File: src/rtl/ffpa_pkg.sv
`default_nettype none

package ffpa_pkg;

    localparam int MAX_BLOCKS_DEF = 64;

    localparam int CMD_W   = 1;
    localparam int BIDX_W  = 6;
    localparam int AMT_W   = 16;
    localparam int JOB_W   = 16;
    localparam int BCNT_W  = 7;

    localparam logic [CMD_W-1:0] CMD_LOAD  = 1'b0;
    localparam logic [CMD_W-1:0] CMD_ALLOC = 1'b1;

    typedef struct packed {
        logic [CMD_W-1:0]  command;
        logic [BIDX_W-1:0] block_index;
        logic [AMT_W-1:0]  amount;
    } t_in;

    typedef struct packed {
        logic              allocated;
        logic [JOB_W-1:0]  job_number;
        logic [BIDX_W-1:0] chosen_block;
        logic [AMT_W-1:0]  fragment;
    } t_out;

    // one partition entry: used mark beside the partition size
    typedef struct packed {
        logic             used;
        logic [AMT_W-1:0] size;
    } t_entry;

endpackage

`default_nettype wire

File: src/rtl/first_fit_partition_allocator.sv
// First-fit fixed-partition allocator.
// Input channel (i_in_valid / o_in_stall, payload i_in): a load word writes one
// partition size and frees that partition; an allocate word carries a job size.
// Output channel (o_out_valid / i_out_stall, payload o_out): one word per
// allocate: job number, allocated flag, chosen partition and fragmentation.
// i_cfg_we / i_cfg_data set block_count, the number of partitions scanned
// (saturated to MAX_BLOCKS); write it only while the block is idle.
// A load writes the memory without leaving the idle state, so the block is ready again on the next cycle.
// An allocate scans the partition memory one entry per cycle through its
// single read port, stopping at the first hit or after the last scanned
// partition: the result goes to a holding register (state DONE) and then to
// the output register, and no new word is taken in the meantime.
// The output register decouples the sides: a new word is accepted while a
// result waits; if the receiver stalls, the next result holds in the block
// (stalling the input) until the output register is taken.
// Synchronous reset clears the job counter, block_count and the output
// valid flag; partition sizes and used marks are undefined until loaded.
`default_nettype none

module first_fit_partition_allocator #(
    parameter int MAX_BLOCKS = ffpa_pkg::MAX_BLOCKS_DEF
) (
    input  wire logic                        i_clk,
    input  wire logic                        i_rst_n,
    input  wire logic                        i_in_valid,
    output logic                             o_in_stall,
    input  wire ffpa_pkg::t_in               i_in,
    output logic                             o_out_valid,
    input  wire logic                        i_out_stall,
    output ffpa_pkg::t_out                   o_out,
    input  wire logic                        i_cfg_we,
    input  wire logic [ffpa_pkg::BCNT_W-1:0] i_cfg_data
);

    localparam int IDX_W = (MAX_BLOCKS > 1) ? $clog2(MAX_BLOCKS) : 1;
    localparam int CNT_W = $clog2(MAX_BLOCKS + 1);

    logic [ffpa_pkg::BCNT_W-1:0] r_block_count;
    logic [CNT_W-1:0]            limit;

    logic             mem_we;
    logic [IDX_W-1:0] mem_waddr;
    ffpa_pkg::t_entry mem_wdata;
    logic             mem_re;
    logic [IDX_W-1:0] mem_raddr;
    ffpa_pkg::t_entry mem_rdata;

    always_ff @(posedge i_clk) begin
        if (!i_rst_n) begin
            r_block_count <= '0;
        end else if (i_cfg_we) begin
            r_block_count <= i_cfg_data;
        end
    end

    // saturate the scan length to the partitions that exist
    assign limit = (int'(r_block_count) > MAX_BLOCKS) ? CNT_W'(MAX_BLOCKS)
                                                      : CNT_W'(r_block_count);

    ffpa_size_mem #(
        .DEPTH  (MAX_BLOCKS),
        .ADDR_W (IDX_W)
    ) u_size_mem (
        .i_clk   (i_clk),
        .i_we    (mem_we),
        .i_waddr (mem_waddr),
        .i_wdata (mem_wdata),
        .i_re    (mem_re),
        .i_raddr (mem_raddr),
        .o_rdata (mem_rdata)
    );

    ffpa_scan #(
        .MAX_BLOCKS (MAX_BLOCKS),
        .IDX_W      (IDX_W),
        .CNT_W      (CNT_W)
    ) u_scan (
        .i_clk       (i_clk),
        .i_rst_n     (i_rst_n),
        .i_in_valid  (i_in_valid),
        .o_in_stall  (o_in_stall),
        .i_in        (i_in),
        .o_out_valid (o_out_valid),
        .i_out_stall (i_out_stall),
        .o_out       (o_out),
        .i_limit     (limit),
        .o_mem_we    (mem_we),
        .o_mem_waddr (mem_waddr),
        .o_mem_wdata (mem_wdata),
        .o_mem_re    (mem_re),
        .o_mem_raddr (mem_raddr),
        .i_mem_rdata (mem_rdata)
    );

endmodule

`default_nettype wire

File: src/rtl/ffpa_size_mem.sv
`default_nettype none

module ffpa_size_mem #(
    parameter int DEPTH  = ffpa_pkg::MAX_BLOCKS_DEF,
    parameter int ADDR_W = 6
) (
    input  wire logic              i_clk,
    input  wire logic              i_we,
    input  wire logic [ADDR_W-1:0] i_waddr,
    input  wire ffpa_pkg::t_entry  i_wdata,
    input  wire logic              i_re,
    input  wire logic [ADDR_W-1:0] i_raddr,
    output ffpa_pkg::t_entry       o_rdata
);

    ffpa_pkg::t_entry r_mem [DEPTH];
    ffpa_pkg::t_entry r_rdata;

    always_ff @(posedge i_clk) begin
        if (i_we) begin
            r_mem[i_waddr] <= i_wdata;
        end
    end

    always_ff @(posedge i_clk) begin
        if (i_re) begin
            r_rdata <= r_mem[i_raddr];
        end
    end

    assign o_rdata = r_rdata;

endmodule

`default_nettype wire

File: src/rtl/ffpa_scan.sv
`default_nettype none

module ffpa_scan #(
    parameter int MAX_BLOCKS = ffpa_pkg::MAX_BLOCKS_DEF,
    parameter int IDX_W      = 6,
    parameter int CNT_W      = 7
) (
    input  wire logic                       i_clk,
    input  wire logic                       i_rst_n,
    input  wire logic                       i_in_valid,
    output logic                            o_in_stall,
    input  wire ffpa_pkg::t_in              i_in,
    output logic                            o_out_valid,
    input  wire logic                       i_out_stall,
    output ffpa_pkg::t_out                  o_out,
    input  wire logic [CNT_W-1:0]           i_limit,
    output logic                            o_mem_we,
    output logic      [IDX_W-1:0]           o_mem_waddr,
    output ffpa_pkg::t_entry                o_mem_wdata,
    output logic                            o_mem_re,
    output logic      [IDX_W-1:0]           o_mem_raddr,
    input  wire ffpa_pkg::t_entry           i_mem_rdata
);

    typedef enum logic [1:0] {
        ST_IDLE,
        ST_SCAN,
        ST_DONE
    } t_state;

    t_state                     r_state;
    logic [ffpa_pkg::JOB_W-1:0] r_job;
    logic [ffpa_pkg::AMT_W-1:0] r_amount;
    logic [CNT_W-1:0]           r_issue;
    logic                       r_chk_vld;
    logic [IDX_W-1:0]           r_chk_idx;
    ffpa_pkg::t_out             r_res;
    logic                       r_out_valid;
    ffpa_pkg::t_out             r_out;

    logic             in_acc;
    logic             load_ok;
    logic [IDX_W-1:0] load_idx;
    logic             issue;
    logic             hit;
    logic             fail;
    logic             out_free;

    always_comb begin
        in_acc   = i_in_valid && (r_state == ST_IDLE);
        load_idx = IDX_W'(i_in.block_index);
        load_ok  = in_acc && (i_in.command == ffpa_pkg::CMD_LOAD)
                   && (int'(i_in.block_index) < MAX_BLOCKS);
        issue    = (r_state == ST_SCAN) && (r_issue < i_limit);
        hit      = (r_state == ST_SCAN) && r_chk_vld && !i_mem_rdata.used
                   && (i_mem_rdata.size >= r_amount);
        fail     = (r_state == ST_SCAN) && !hit && (r_issue == i_limit);
        out_free = !r_out_valid || !i_out_stall;
        // a hit writes its used mark back; loads land only while idle
        o_mem_wdata.used = hit;
        o_mem_wdata.size = hit ? i_mem_rdata.size : i_in.amount;
    end

    assign o_in_stall  = (r_state != ST_IDLE);
    assign o_mem_we    = load_ok || hit;
    assign o_mem_waddr = hit ? r_chk_idx : load_idx;
    assign o_mem_re    = issue;
    assign o_mem_raddr = r_issue[IDX_W-1:0];
    assign o_out_valid = r_out_valid;
    assign o_out       = r_out;

    always_ff @(posedge i_clk) begin
        if (!i_rst_n) begin
            r_state     <= ST_IDLE;
            r_job       <= '0;
            r_chk_vld   <= 1'b0;
            r_out_valid <= 1'b0;
        end else begin
            if ((r_state == ST_DONE) && out_free) begin
                r_out_valid <= 1'b1;
            end else if (r_out_valid && !i_out_stall) begin
                r_out_valid <= 1'b0;
            end
            case (r_state)
                ST_IDLE: begin
                    if (in_acc && (i_in.command == ffpa_pkg::CMD_ALLOC)) begin
                        r_job     <= r_job + 1'b1;
                        r_amount  <= i_in.amount;
                        r_issue   <= '0;
                        r_chk_vld <= 1'b0;
                        r_state   <= ST_SCAN;
                    end
                end
                ST_SCAN: begin
                    // read of entry k lands while entry k-1 is checked
                    r_chk_vld <= issue;
                    r_chk_idx <= r_issue[IDX_W-1:0];
                    if (issue) begin
                        r_issue <= r_issue + 1'b1;
                    end
                    if (hit) begin
                        r_res.allocated    <= 1'b1;
                        r_res.job_number   <= r_job;
                        r_res.chosen_block <= ffpa_pkg::BIDX_W'(r_chk_idx);
                        r_res.fragment     <= i_mem_rdata.size - r_amount;
                        r_state            <= ST_DONE;
                    end else if (fail) begin
                        r_res.allocated    <= 1'b0;
                        r_res.job_number   <= r_job;
                        r_res.chosen_block <= '0;
                        r_res.fragment     <= '0;
                        r_state            <= ST_DONE;
                    end
                end
                ST_DONE: begin
                    // hold until the output register frees up
                    if (out_free) begin
                        r_out   <= r_res;
                        r_state <= ST_IDLE;
                    end
                end
                default: begin
                    r_state <= ST_IDLE;
                end
            endcase
        end
    end

    a_chk_follows_issue: assert property (@(posedge i_clk) disable iff (!i_rst_n)
        (r_state == ST_SCAN && r_chk_vld) |-> (CNT_W'(r_chk_idx) + 1'b1 == r_issue))
        else $error("checked entry is not the one issued last");

    a_job_advances: assert property (@(posedge i_clk) disable iff (!i_rst_n)
        (in_acc && i_in.command == ffpa_pkg::CMD_ALLOC) |=> (r_job == $past(r_job) + 1'b1))
        else $error("job counter did not advance on allocate");

    a_hit_marks_used: assert property (@(posedge i_clk) disable iff (!i_rst_n)
        hit |-> (o_mem_we && o_mem_waddr == r_chk_idx && o_mem_wdata.used))
        else $error("taken partition not marked used");

    a_miss_zero: assert property (@(posedge i_clk) disable iff (!i_rst_n)
        (r_out_valid && !r_out.allocated) |->
        (r_out.chosen_block == '0 && r_out.fragment == '0))
        else $error("failed allocate carries nonzero block or fragment");

endmodule

`default_nettype wire
File: config.mk
export PLATFORM = sky130hd
export DESIGN_NAME = first_fit_partition_allocator
export DESIGN_NICKNAME = d
export VERILOG_FILES = /design/src/rtl/ffpa_pkg.sv /design/src/rtl/first_fit_partition_allocator.sv /design/src/rtl/ffpa_size_mem.sv /design/src/rtl/ffpa_scan.sv
export SDC_FILE = /design/constraint.sdc
export NUM_CORES = 1
export LEC_CHECK = 0
export BUFFER_PORTS_ARGS = -buffer_cell sky130_fd_sc_hd__buf_4
export CAP_MARGIN = 25
export CORE_MARGIN = 8
export CORE_UTILIZATION = 45
export DETAILED_ROUTE_END_ITERATION = 16
export PLACE_DENSITY = 0.66
export SYNTH_ARGS = -nofsm -noshare
export SYNTH_HDL_FRONTEND = slang
export SYNTH_SLANG_ARGS = --single-unit
File: constraint.sdc
create_clock -name i_clk -period 5.39 [get_ports i_clk]
set_input_delay 0.8085 -clock i_clk [delete_from_list [all_inputs] [get_ports i_clk]]
set_output_delay 0.8085 -clock i_clk [all_outputs]
set_load 0.02 [all_outputs]
# Word level (Yosys, flattened, before mapping)
# Memories as Yosys holds them, arrays and structs flattened. A register that Yosys moved wholly into a read port is not among the register bits.
# Cells that the tools add are included.
# Widths: inputs -> output; s select.
[word_totals]
reg_bits = 134
latch_bits = 0
ram_bits = 1088
mem_bits_ro = 0
output_inout_bits = 41
elab_cells = 80
memories = 1
[memory_table]
columns = ["memory", "words", "width", "rd", "rd_ports_with_merged_regs", "write_ports", "line", "text"]
rows = [
  ["u_size_mem.r_mem", 64, 17, 1, 1, 1, "ffpa_size_mem.sv:16", "ffpa_pkg::t_entry r_mem [DEPTH];"],
]
[op_classes]
add_sub_neg = 3
n_mul = 0
n_div = 0
magnitude_cmp = 3
eq_ne = 7
n_shift = 0
mux = 19
n_bitwise = 1
reduce_logical = 30
[ops]
columns = ["op", "n"]
rows = [
  ["$mux 39", 1],
  ["$mux 38", 1],
  ["$mux 7", 3],
  ["$add 16x1->16 const B", 1],
  ["$ge 16x16->1", 1],
  ["$mux 16", 1],
  ["$sub 16x16->16", 1],
  ["$pmux 7 s2", 1],
  ["$reduce_and 3->1", 4],
  ["$logic_and 1x1->1", 11],
  ["$mux 2", 4],
  ["$reduce_bool 2->1", 4],
  ["$add 7x1->7 const B", 1],
  ["$eq 7x7->1", 1],
  ["$gt 7x7->1 const B", 1],
  ["$lt 7x7->1", 1],
  ["$mux 6", 1],
  ["$pmux 2 s3", 1],
  ["$reduce_and 2->1", 3],
  ["$mux 1", 5],
  ["$logic_not 1->1", 4],
  ["$ne 2x2->1 const B", 2],
  ["$reduce_and 4->1", 1],
  ["$ne 3x1->1 const B", 1],
  ["other kinds (7)", 8],
]

# Longest topological paths before layout
# Gate-level depths: netlist of run 1.
[depth]
word_depth = 10
depth_mapped = 12
ltp_nobuf = 10

# Cells and area by module
# Synthesis of run 1 repeated with hierarchy kept, for this count alone.
[hier_totals]
cells_unflattened = 2431
hier_area_um2 = 48765.5
[modules_own_cells]
columns = ["mod", "n_inst", "cells_per_inst", "area_per_inst_um2"]
rows = [
  ["ffpa_size_mem", 1, 1953, 42514.5],
  ["ffpa_scan", 1, 449, 5944.5],
  ["first_fit_partition_allocator", 1, 29, 306.5],
]

# Least setup slack after synthesis of run 1
# No wires, ideal clock.
[synth_timing]
path_kind = "register to register"
start = "register u_scan.r_amount[0] (netlist bit)"
end = "memory u_size_mem.r_mem[0][0] (netlist bit) (data pin)"
setup_ns = 0.702
t_arrival_ns = 4.391
required_ns = 4.688
path_slack_ns = 0.297
path_stages_with_launch = 9
synth_period_minus_slack_ns = 5.093
cell_sequence = "edfxtp_1 -> ha_1 -> fa_1 -> nand2b_1 -> a21oi_1 -> o21a_1 -> o31ai_4 -> buf_2 -> o21ai_0"
[synth_lines]
columns = ["item", "line", "text"]
rows = [
  ["from (decl)", "ffpa_scan.sv:33", "logic [ffpa_pkg::AMT_W-1:0] r_amount;"],
  ["from (signal assigned)", "ffpa_scan.sv:88", "r_amount <= i_in.amount;"],
  ["to (decl)", "ffpa_size_mem.sv:16", ""],
]

# Worst setup path in the final report of run 1
[layout_timing]
start = "register u_size_mem.o_rdata[0] (netlist name)"
end = "memory u_size_mem.r_mem[52][7] (netlist bit) (enable)"
[layout_via]
elab_chain_cells = 5
[layout_rtl]
columns = ["item", "line", "text"]
rows = [
  ["$ge 16x16->1 (*)", "ffpa_scan.sv:56", "&& (i_mem_rdata.size >= r_amount);"],
  ["$logic_and 1x1->1 (*)", "ffpa_scan.sv:56", ""],
  ["$logic_or 1x1->1", "ffpa_scan.sv:65", "assign o_mem_we = load_ok || hit;"],
  ["$mux 1", "ffpa_size_mem.sv:20", "if (i_we) begin"],
  ["$mux 1 (implied by the code)", "ffpa_size_mem.sv:21", "r_mem[i_waddr] <= i_wdata;"],
]
# Mark *: on every way between the ends. The rest lies on a longest branch, timed or not.

==> results of run 1 <==
[per-stage QoR]
stage / power, mW / utilization / area, µm² / instances / hold WS [ps]
floorplan: 11.3 / - / 47800 / 2290 / 400
detailed placement: 11.7 / 0.483 / 50900 / 3771 / 405
global route: 20.1 / 0.520 / 54800 / 3999 / 278
global placement: 11.6 / 0.483 / 50800 / 3769 / 403
CTS: 19.7 / 0.520 / 54700 / 3995 / 263
finish: 19.6 / 0.520 / 54800 / 4000 / 307
[layer usage]
| layer | vias to the layer above | routed length [µm] | GRT usage |
|---|---|---|---|
| met5 | - | 0 | 0 |
| met4 | 0 | 3580 | 0.0645 |
| met3 | 154 | 8960 | 0.0371 |
| met2 | 1045 | 48900 | 0.271 |
| met1 | 12400 | 45300 | 0.259 |
| li1 | 10000 | - | - |
[registers in the layout, indices dropped and copies added, names as in the netlist]
register            count
u_scan.r_amount        16
u_scan.r_state          2
u_scan.r_res           39
u_scan.r_chk_idx        6
u_size_mem.o_rdata     17
u_scan.r_job           16
u_scan.r_chk_vld        1
u_scan.r_issue          7
u_scan.o_out_valid      1
u_size_mem.r_mem     1088
u_scan.o_out           39
r_block_count           7
[report_power, final]
part / total (mW) / internal, mW / switching [mW]
combinational: 0.848 / 0.303 / 0.545
clock: 8.10 / 4.61 / 3.49
sequential: 10.6 / 10.6 / 0.0253
total: 19.6 / 15.5 / 4.06
[cells by family (layout without fill, tap and decap cells)]
family,Yosys count,count (layout),synth area share
xor+xnor,23,23,0.00421
simple gates,300,300,0.0286
other cells,0,1,0
fa+ha+maj,26,26,0.00696
buf+inv,146,464,0.0125
compound gates,276,276,0.0454
mux,280,280,0.130
flops,1239,1239,0.773
[area by class of cell]
| type | instances | area [µm²] | share of cell area |
|---|---|---|---|
| clock buffer | 142 | 3120 | 0.0569 |
| inverter | 34 | 128 | 0.00233 |
| multi-input combinational | 905 | 10400 | 0.190 |
| tap | 1391 | 1740 | 0.0318 |
| antenna | 1 | 2.50 | 0.0000457 |
| timing repair buffer | 206 | 1740 | 0.0317 |
| sequential | 1239 | 36900 | 0.674 |
| clock inverter | 82 | 732 | 0.0134 |
[cells in the mapped netlist, drive strengths merged, types with 3 or more instances]
master / instances
xor2: 9
a221oi: 35
a311oi: 8
nand2b: 8
a32oi: 4
and3: 8
a31oi: 8
xnor2: 14
inv: 34
o21ai: 21
ha: 25
a22o: 34
a21oi: 23
or3: 4
o221ai: 17
a211oi: 10
nor3: 5
mux4: 272
a22oi: 88
dfxtp: 27
nor3b: 3
a21boi: 5
and2: 21
nor2: 97
nand2: 107
o21a: 4
nand4: 7
buf: 49
edfxtp: 1212
clkbuf: 63
a21o: 6
mux2i: 8
nand3: 9
nor2b: 25
[cell usage in the layout (no fill, tap or decap), types with 5 or more instances in the layout]
master,count
sky130_fd_sc_hd__and2_1,20
sky130_fd_sc_hd__a311oi_1,7
sky130_fd_sc_hd__clkbuf_1,19
sky130_fd_sc_hd__nand2b_1,8
sky130_fd_sc_hd__a22o_1,34
sky130_fd_sc_hd__a21boi_0,5
sky130_fd_sc_hd__nand2_1,93
sky130_fd_sc_hd__o21ai_0,16
sky130_fd_sc_hd__a221oi_1,35
sky130_fd_sc_hd__a22oi_1,88
sky130_fd_sc_hd__nor2_1,95
sky130_fd_sc_hd__nor2b_1,23
sky130_fd_sc_hd__edfxtp_1,1212
sky130_fd_sc_hd__a21o_1,6
sky130_fd_sc_hd__nor3_1,5
sky130_fd_sc_hd__o221ai_1,17
sky130_fd_sc_hd__clkbuf_16,121
sky130_fd_sc_hd__nand4_1,7
sky130_fd_sc_hd__buf_12,11
sky130_fd_sc_hd__dfxtp_1,27
sky130_fd_sc_hd__xnor2_1,14
sky130_fd_sc_hd__inv_1,33
sky130_fd_sc_hd__xor2_1,9
sky130_fd_sc_hd__mux4_2,272
sky130_fd_sc_hd__buf_4,191
sky130_fd_sc_hd__and3_1,8
sky130_fd_sc_hd__a211oi_1,9
sky130_fd_sc_hd__nand3_1,9
sky130_fd_sc_hd__nand2_2,14
sky130_fd_sc_hd__clkinv_1,32
sky130_fd_sc_hd__ha_1,25
sky130_fd_sc_hd__clkinv_2,28
sky130_fd_sc_hd__mux2i_1,8
sky130_fd_sc_hd__bufinv_16,10
sky130_fd_sc_hd__a21oi_1,20
[worst paths after layout]
kind | start | end | slack [ps]
setup / recovery | u_size_mem.o_rdata[0] | u_size_mem.r_mem[52][7] | 1250
setup reg to reg | u_size_mem.o_rdata[0] | u_size_mem.r_mem[52][7] | 1250
hold / removal | i_in[2] | u_scan.r_amount[2] | 310
hold reg to reg | u_scan.r_res[32] | u_scan.o_out[32] | 420
==> impl_summary.md, run 1 <==
Outcome
The flow ran to the end, and the final reports show no timing, DRC or antenna violations.

Placement
The minimum setup slack after placement is 1350 ps. The HPWL after detailed placement is roughly 66 mm. The final weighted congestion of routability-driven global placement is approximately 0.84. Buffers placed on the I/O ports in this run total 75.

Setup path
Among all stages on the critical path, the largest delay is contributed by sky130_fd_sc_hd__nor2_1. The largest delay contributor family on the critical path is compound AO/OA/AOI/OAI gates. The arrival time of the worst setup path is 4520 ps. The category of the worst setup path launch point is a register. The number of cells on the critical path is 10. In this design, the stage delay of the slowest critical-path cell is 600 ps.

Data on the critical path is required at its endpoint by 5770 ps. The count of buffering cells on the critical path with inverters included is 2. The worst register-to-register path has a depth of 10. The class of the most critical setup path is reg2reg. Of all nets on the critical path, the largest fanout is 11.

The signal on the critical path passes through inv_1 -> ha_1 -> fa_1 -> nand2b_1 -> a21oi_1 -> o21ai_1 -> a311oi_2 -> a31oi_1 -> nor2_1 -> buf_4. The worst setup path is captured at a register.

Floorplanning
The vertical extent of the die is 342 µm. The area of the die is 117000 µm². The core box area is 105000 µm². The initial standard-cell utilization of the core is 0.454. The number of top-level design ports is 76. The floorplan has 119 rows. The die outline width is ~340 µm.

STA
The final-report hold violation count is 0. The transition time at the pin with the least slew margin is around 1000 ps. Setup repair after global routing left no endpoint under its margin.

The final critical path time including I/O delays and setup is ~4100 ps. The achievable clock frequency is ~240 MHz. The number of slew-limit violations in the final report is 0. In this run the tightest slew margin relative to its limit is 0.300. The number of setup violations in the final report is 0.

The worst path meets setup with 1250 ps of slack. The total negative slack is 0 ps. Dividing the final minimum period by the clock period gives 0.768. For the final database, setup skew stands at between 50 and 60 ps.

Logic synthesis
The number of warnings issued by yosys is 0. The dominant synthesized flop cell is sky130_fd_sc_hd__edfxtp_1. After synthesis, the share of flip-flops with an asynchronous set or reset is 0. The count of unique library cells instantiated by Yosys is 60. The number of nets in the synthesized netlist is 2351. The synthesized design contains 1212 enable-type register cells.

The largest area contributor in the netlist is sky130_fd_sc_hd__edfxtp_1. The portion of synthesized cell area occupied by the leading cell type is 0.761. After technology mapping, the gate count stands at 2290.

By area the synthesized netlist is led by sky130_fd_sc_hd__edfxtp_1, sky130_fd_sc_hd__mux4_2, sky130_fd_sc_hd__a22oi_1, sky130_fd_sc_hd__dfxtp_1, sky130_fd_sc_hd__nand2_1. The share of the Yosys chip area taken by registers is 0.773. The mean area per synthesized cell is 20.9 µm².

The count of state elements after synthesis is about 1200. The post-synthesis instance area is 47800 µm².

Job
The max-cap check violation count is 0.

Layout
After the last flow step, the layout net total stands at between 2000 and 3000. Compared with the post-synthesis result, the final layout area differs by 14.6%. The filler cells instantiated in the layout total ~8000.

The share of layout cells above drive strength 1 is 0.264.

Global route
The total overflow reported by the global router is 0. The number of antenna violations at the first check in global routing is 1. The first-pass GRT wire length is 159 mm. In the global route stage, overall resource usage came out at 0.179.

The number of global-route vias before repair was 24000. Entering global routing, the biggest net connects roughly 80 pins.

Detailed routing
The routed design has 107 mm of wire. The number of nets still failing antenna checks after routing is 0. After detailed routing, the number of vias per cell comes to 5.90.

The remaining design rule violation count is 0. After detailed routing, the average wire length per cell comes to 26.7 µm. The number of iterations in the first detailed-routing pass is 6.

The routed layout has 23600 vias. For this block, the initial DRC count from the detailed router was 2541.

CTS
The number of buffers added by the clock tree synthesis step is around 120. The later-pin clock latency in the skew report is 700 ps. The number of gates resized after CTS was 0.

The depth of the CTS H-tree is 3. Clock tree synthesis found a total of 1239 sinks. The number of setup buffers added after CTS is 0. The clock transition at the registers of the reported paths is approximately 70 ps. The number of hold buffers added after cts is 0. The clock passes through at most 3 buffers. The root buffer cell chosen for the clock tree is sky130_fd_sc_hd__clkbuf_16. TritonCTS built the clock tree.

Hold path
In this run the worst hold path is classified as in2reg. The cell depth of the worst min-delay path is 1.

Pwr
The leakage power summed over all cells is roughly 18 nW. The power density of the placed cells is 357 nW/µm². The worst-case IR drop observed on VDD is just over 0.0003 V.
Power figures use the tool's default switching activity.
==> run 2: changes to the inputs <==
- ABC_AREA: not set -> 1
- PLACE_DENSITY: 0.66 -> 0.63
- clock period: 5.39 -> 3.96 ns (I/O delays scaled with it)
==> run 2 against run 1 <==
Count of clock-buffer cells in the layout is 6 higher. Synthesized cell count is 64% higher. Worst hold slack worse by 240 ps. Largest power group unchanged. Highest routed layer is now met5. Non-clock buffer count is 45 higher.
==> impl_summary.md, run 2 <==
Outcome
The flow ran to the end, and the final reports show no timing, DRC or antenna violations.

Layout
The register with the most flip-flops is u_size_mem.r_mem. The share of layout cells above drive strength 1 is 0.127 (-0.137). The growth of design area from synthesis to finish is 14.4%. The net count of the finished layout was 3952 (+54%). The number of flip-flops in the largest register is 1088 (unchanged). The final core utilization is 0.517 (-0.00307).

The leading cell type in the layout, fill and taps excluded is sky130_fd_sc_hd__edfxtp_1. The filler-free cell count of the finished design came to 5407 (+35%). In the layout the commonest cells are sky130_fd_sc_hd__edfxtp_1, sky130_fd_sc_hd__nor2_1, sky130_fd_sc_hd__o21ai_0.

The number of inserted diodes is 0 (-1).

Logic synthesis
The count of state elements after synthesis came to 1239 (unchanged). In the synthesized netlist the dominant register cell turns out to be sky130_fd_sc_hd__edfxtp_1. The mean area per synthesized cell was 13.1 µm² (-37%). The number of standard cells after synthesis came to 3755 (+64%). The count of unique library cells instantiated by Yosys came to 46 (-23%).

The synthesized design spends more area on one cell type than any other, namely sky130_fd_sc_hd__edfxtp_1. The synthesized net count is 3816 (+62%). The commonest cells after synthesis are sky130_fd_sc_hd__edfxtp_1, sky130_fd_sc_hd__nor2_1, sky130_fd_sc_hd__o21ai_0, sky130_fd_sc_hd__nand2_1, sky130_fd_sc_hd__clkbuf_1. The post-synthesis instance area is 49000 µm² (+2.5%). The number of warnings issued by yosys came to 0 (unchanged). The number of enable flip-flop cells after synthesis is 1212 (unchanged). Yosys instantiated no cell more often than sky130_fd_sc_hd__edfxtp_1. Ranked by total cell area, the synthesized netlist is headed by sky130_fd_sc_hd__edfxtp_1, sky130_fd_sc_hd__o21ai_0, sky130_fd_sc_hd__nor2_1, sky130_fd_sc_hd__o22ai_1, sky130_fd_sc_hd__nand2_1. The portion of synthesized cell area occupied by the leading cell type is 0.743 (-0.0186).

The sequential element share of the synthesized area came to 0.754 (-0.0189). The post-synthesis async set-or-reset flop share is 0 (unchanged).

Detailed routing
The number of nets still failing antenna checks after routing is 0 (unchanged). The number of violations reported at the end of detailed-routing iteration 0 is 3506 (+38%). The routed length per placed instance is 24.6 µm (-7.9%). The number of vias after detailed routing is 31400 (+33%). The remaining design rule violation count was 0 (unchanged). The total detailed-routing wirelength is 133 mm (+25%). The number of iterations in the first detailed-routing pass is 6 (unchanged). The vias per cell is 5.81 (-1.4%).

Setup path
The maximum cell stage delay along the critical path was 410 ps (-190 ps). The worst register-to-register path ends at u_size_mem.r_mem[52][14]. The cell occurring most often along the worst timing path is sky130_fd_sc_hd__nand2_1. The category of the worst setup path launch point is a register. The cell with the largest stage delay on the worst path is sky130_fd_sc_hd__fa_1.

The data required time at the worst endpoint is 4340 ps (-1430 ps). The slack of the worst reg-to-reg path is 300 ps (-950 ps). The worst setup path is captured at a register. The depth of the worst register-to-register path came to 18 (+8). The class of the most critical setup path is reg2reg. The arrival time of the worst setup path is 4040 ps (-480 ps). The critical register-to-register path startpoint is u_size_mem.o_rdata[0].

The maximum fanout encountered on the critical timing path is 17 (+6). The critical path goes through inv_1 -> ha_1 -> fa_1 -> inv_1 -> nand3_1 -> nand2_1 -> nand2_1 -> nand3_1 -> nand2_1 -> nand2_2 -> nand2_4 -> nand2_1 -> nand2_2 -> clkinv_2 -> nand4_2 -> buf_4 -> nor2_1 -> buf_4.

STA
The number of slew-limit violations in the final report is 0 (unchanged). The transition time at the pin with the least slew margin is 935 ps (-115 ps). The worst slew margin relative to its limit came to 0.375 (+0.0743). The final critical path time including I/O delays and setup is 3660 ps (-477 ps). Setup repair after global routing left no endpoint under its margin. The final-report hold violation count is 0 (unchanged). The achievable clock frequency is 273 MHz (+13%). The number of setup violations in the final report is 0 (unchanged). The worst clock skew on the final layout is 28.6 ps (-25.1 ps).

The period utilization is 0.925 (+0.157).

Placement
The half-perimeter wire length after detailed placement came to 80.6 mm (+22%). The number of buffers added on ports is 75 (unchanged). The total instance count after detailed placement is 5182 (+37%). The final weighted congestion of routability-driven global placement is 0.922 (+10%).

CTS
The post-CTS resize count is 0 (unchanged). The post-CTS setup-driven buffer insertion count is 0 (unchanged). The clock tree from TritonCTS is built. The cell chosen for the clock root is sky130_fd_sc_hd__clkbuf_16. The later-pin clock latency in the skew report is 710 ps (about the same). The clock transition at the registers of the reported paths was 70 ps (about the same). The number of hold buffers added after cts is 0 (unchanged). The depth of the CTS H-tree is 3 (unchanged).

The clock sink count is 1239 (unchanged). The maximum buffer depth of the clock tree came to 3 (unchanged). The number of buffers added by the clock tree synthesis step is 119 (unchanged).

Pwr
The peak ir drop on the vdd network is 0.000358 V (+19%). The power density of the placed cells is 491 nW/µm² (+37%). The total power of the final layout is 27.5 mW (+41%). The leakage power summed over all cells is 18.5 nW (+4.6%).

Job
The max-cap check violation count was 0 (unchanged).

Hold path
In this run the most critical hold path is launched from i_in[2]. The endpoint of the worst hold path is u_scan.r_amount[2]. The cell depth of the worst min-delay path is 1 (unchanged). The kind of path behind the tightest hold check is in2reg.

Floorplanning
The vertical extent of the die is 346 µm (+1.2%). The core box area was 108000 µm² (+3.0%). The die outline width is 346 µm (+1.2%).

The floorplan row count came to 121 (+1.7%). The area of the die is 120000 µm² (+2.4%). The initial standard-cell utilization of the core came to 0.452 (-0.00206). The number of top-level design ports was 76 (unchanged).

Global route
The first-pass GRT wire length is 194 mm (+22%). The global-route total usage across every layer is 0.213 (+0.0341). The total overflow reported by the global router came to 0 (unchanged). The number of global-route vias before repair is 29800 (+24%).

The number of antenna violations at the first check in global routing is 3 (+2). The pin count of the biggest net entering global routing came to 130 (+67%).
-- run 2: cell count changes after synthesis, moves of 51 or more --
cell / delta
sky130_fd_sc_hd__a21oi_1: +66
sky130_fd_sc_hd__nand2_1: +149
sky130_fd_sc_hd__nand3_1: +155
sky130_fd_sc_hd__o22ai_1: +155
sky130_fd_sc_hd__a22oi_1: -88
sky130_fd_sc_hd__o221ai_1: +51
sky130_fd_sc_hd__mux4_2: -272
sky130_fd_sc_hd__o211ai_1: +68
sky130_fd_sc_hd__clkbuf_1: +110
sky130_fd_sc_hd__o21ai_0: +561
sky130_fd_sc_hd__nor2_1: +619
-- run 2: routing by layer --
layer	routed length, µm	GRT usage
met5	26	0
met4	7590	0.111
met3	11300	0.0476
met2	60600	0.330
met1	53400	0.283
-- run 2: metrics by stage --
| stage | setup TNS, ps | hold WS (ps) | setup WS, ps | instance area [µm²] |
|---|---|---|---|---|
| global placement | 0 | 401 | 118 | 52000 |
| floorplan | -13040 | 400 | -102 | 49000 |
| CTS | 0 | 29.7 | 65.1 | 56000 |
| detailed placement | 0 | 405 | 84.3 | 52100 |
| global route | 0 | 55.2 | 56.8 | 56100 |
| finish | 0 | 70.0 | 298 | 56100 |
-- run 2: worst max path at each step --
stage / from / end / slack (ps)
after floorplan: u_size_mem.o_rdata[0] / u_size_mem.r_mem[0][1] / -100
after global placement: u_size_mem.o_rdata[0] / u_size_mem.r_mem[22][1] / 120
after detailed placement: u_size_mem.o_rdata[0] / u_size_mem.r_mem[54][0] / 80
after CTS: u_size_mem.o_rdata[0] / u_size_mem.r_mem[54][1] / 70
after global routing: u_size_mem.o_rdata[0] / u_size_mem.r_mem[52][13] / 60
final: u_size_mem.o_rdata[0] / u_size_mem.r_mem[52][14] / 300
-- run 2: logic make-up after synthesis --
family | count (synthesis) | share of synthesized area
AO/OA/AOI/OAI | 977 | 0.114
XOR/XNOR | 7 | 0.00125
adder cells (fa/ha/maj) | 26 | 0.00679
buffers and inverters | 318 | 0.0260
flip-flops | 1239 | 0.754
AND/OR/NAND/NOR | 1188 | 0.0986
-- run 2: layout make-up --
cell class	count	area, µm²
sequential	1239	36900
clock inverter	75	782
timing repair buffer	251	2150
clock buffer	148	3170
fill	9062	52300
tap	1414	1770
inverter	82	322
multi-input combinational	2198	11000
-- run 2: critical path: cells and delay by family, from the launching register on --
family,cells,cell delay [ps]
buffers and inverters,5,870
AND/OR/NAND/NOR,11,1460
adder cells (fa/ha/maj),2,660
flip-flops,1,320
-- run 2: report_power, final --
group / total [mW] / switching [mW] / internal, mW / leakage, nW
Clock: 11.5 / 4.89 / 6.59 / 1.92
Sequential: 14.5 / 0.0230 / 14.4 / 11.2
Combinational: 1.61 / 1.19 / 0.413 / 5.39
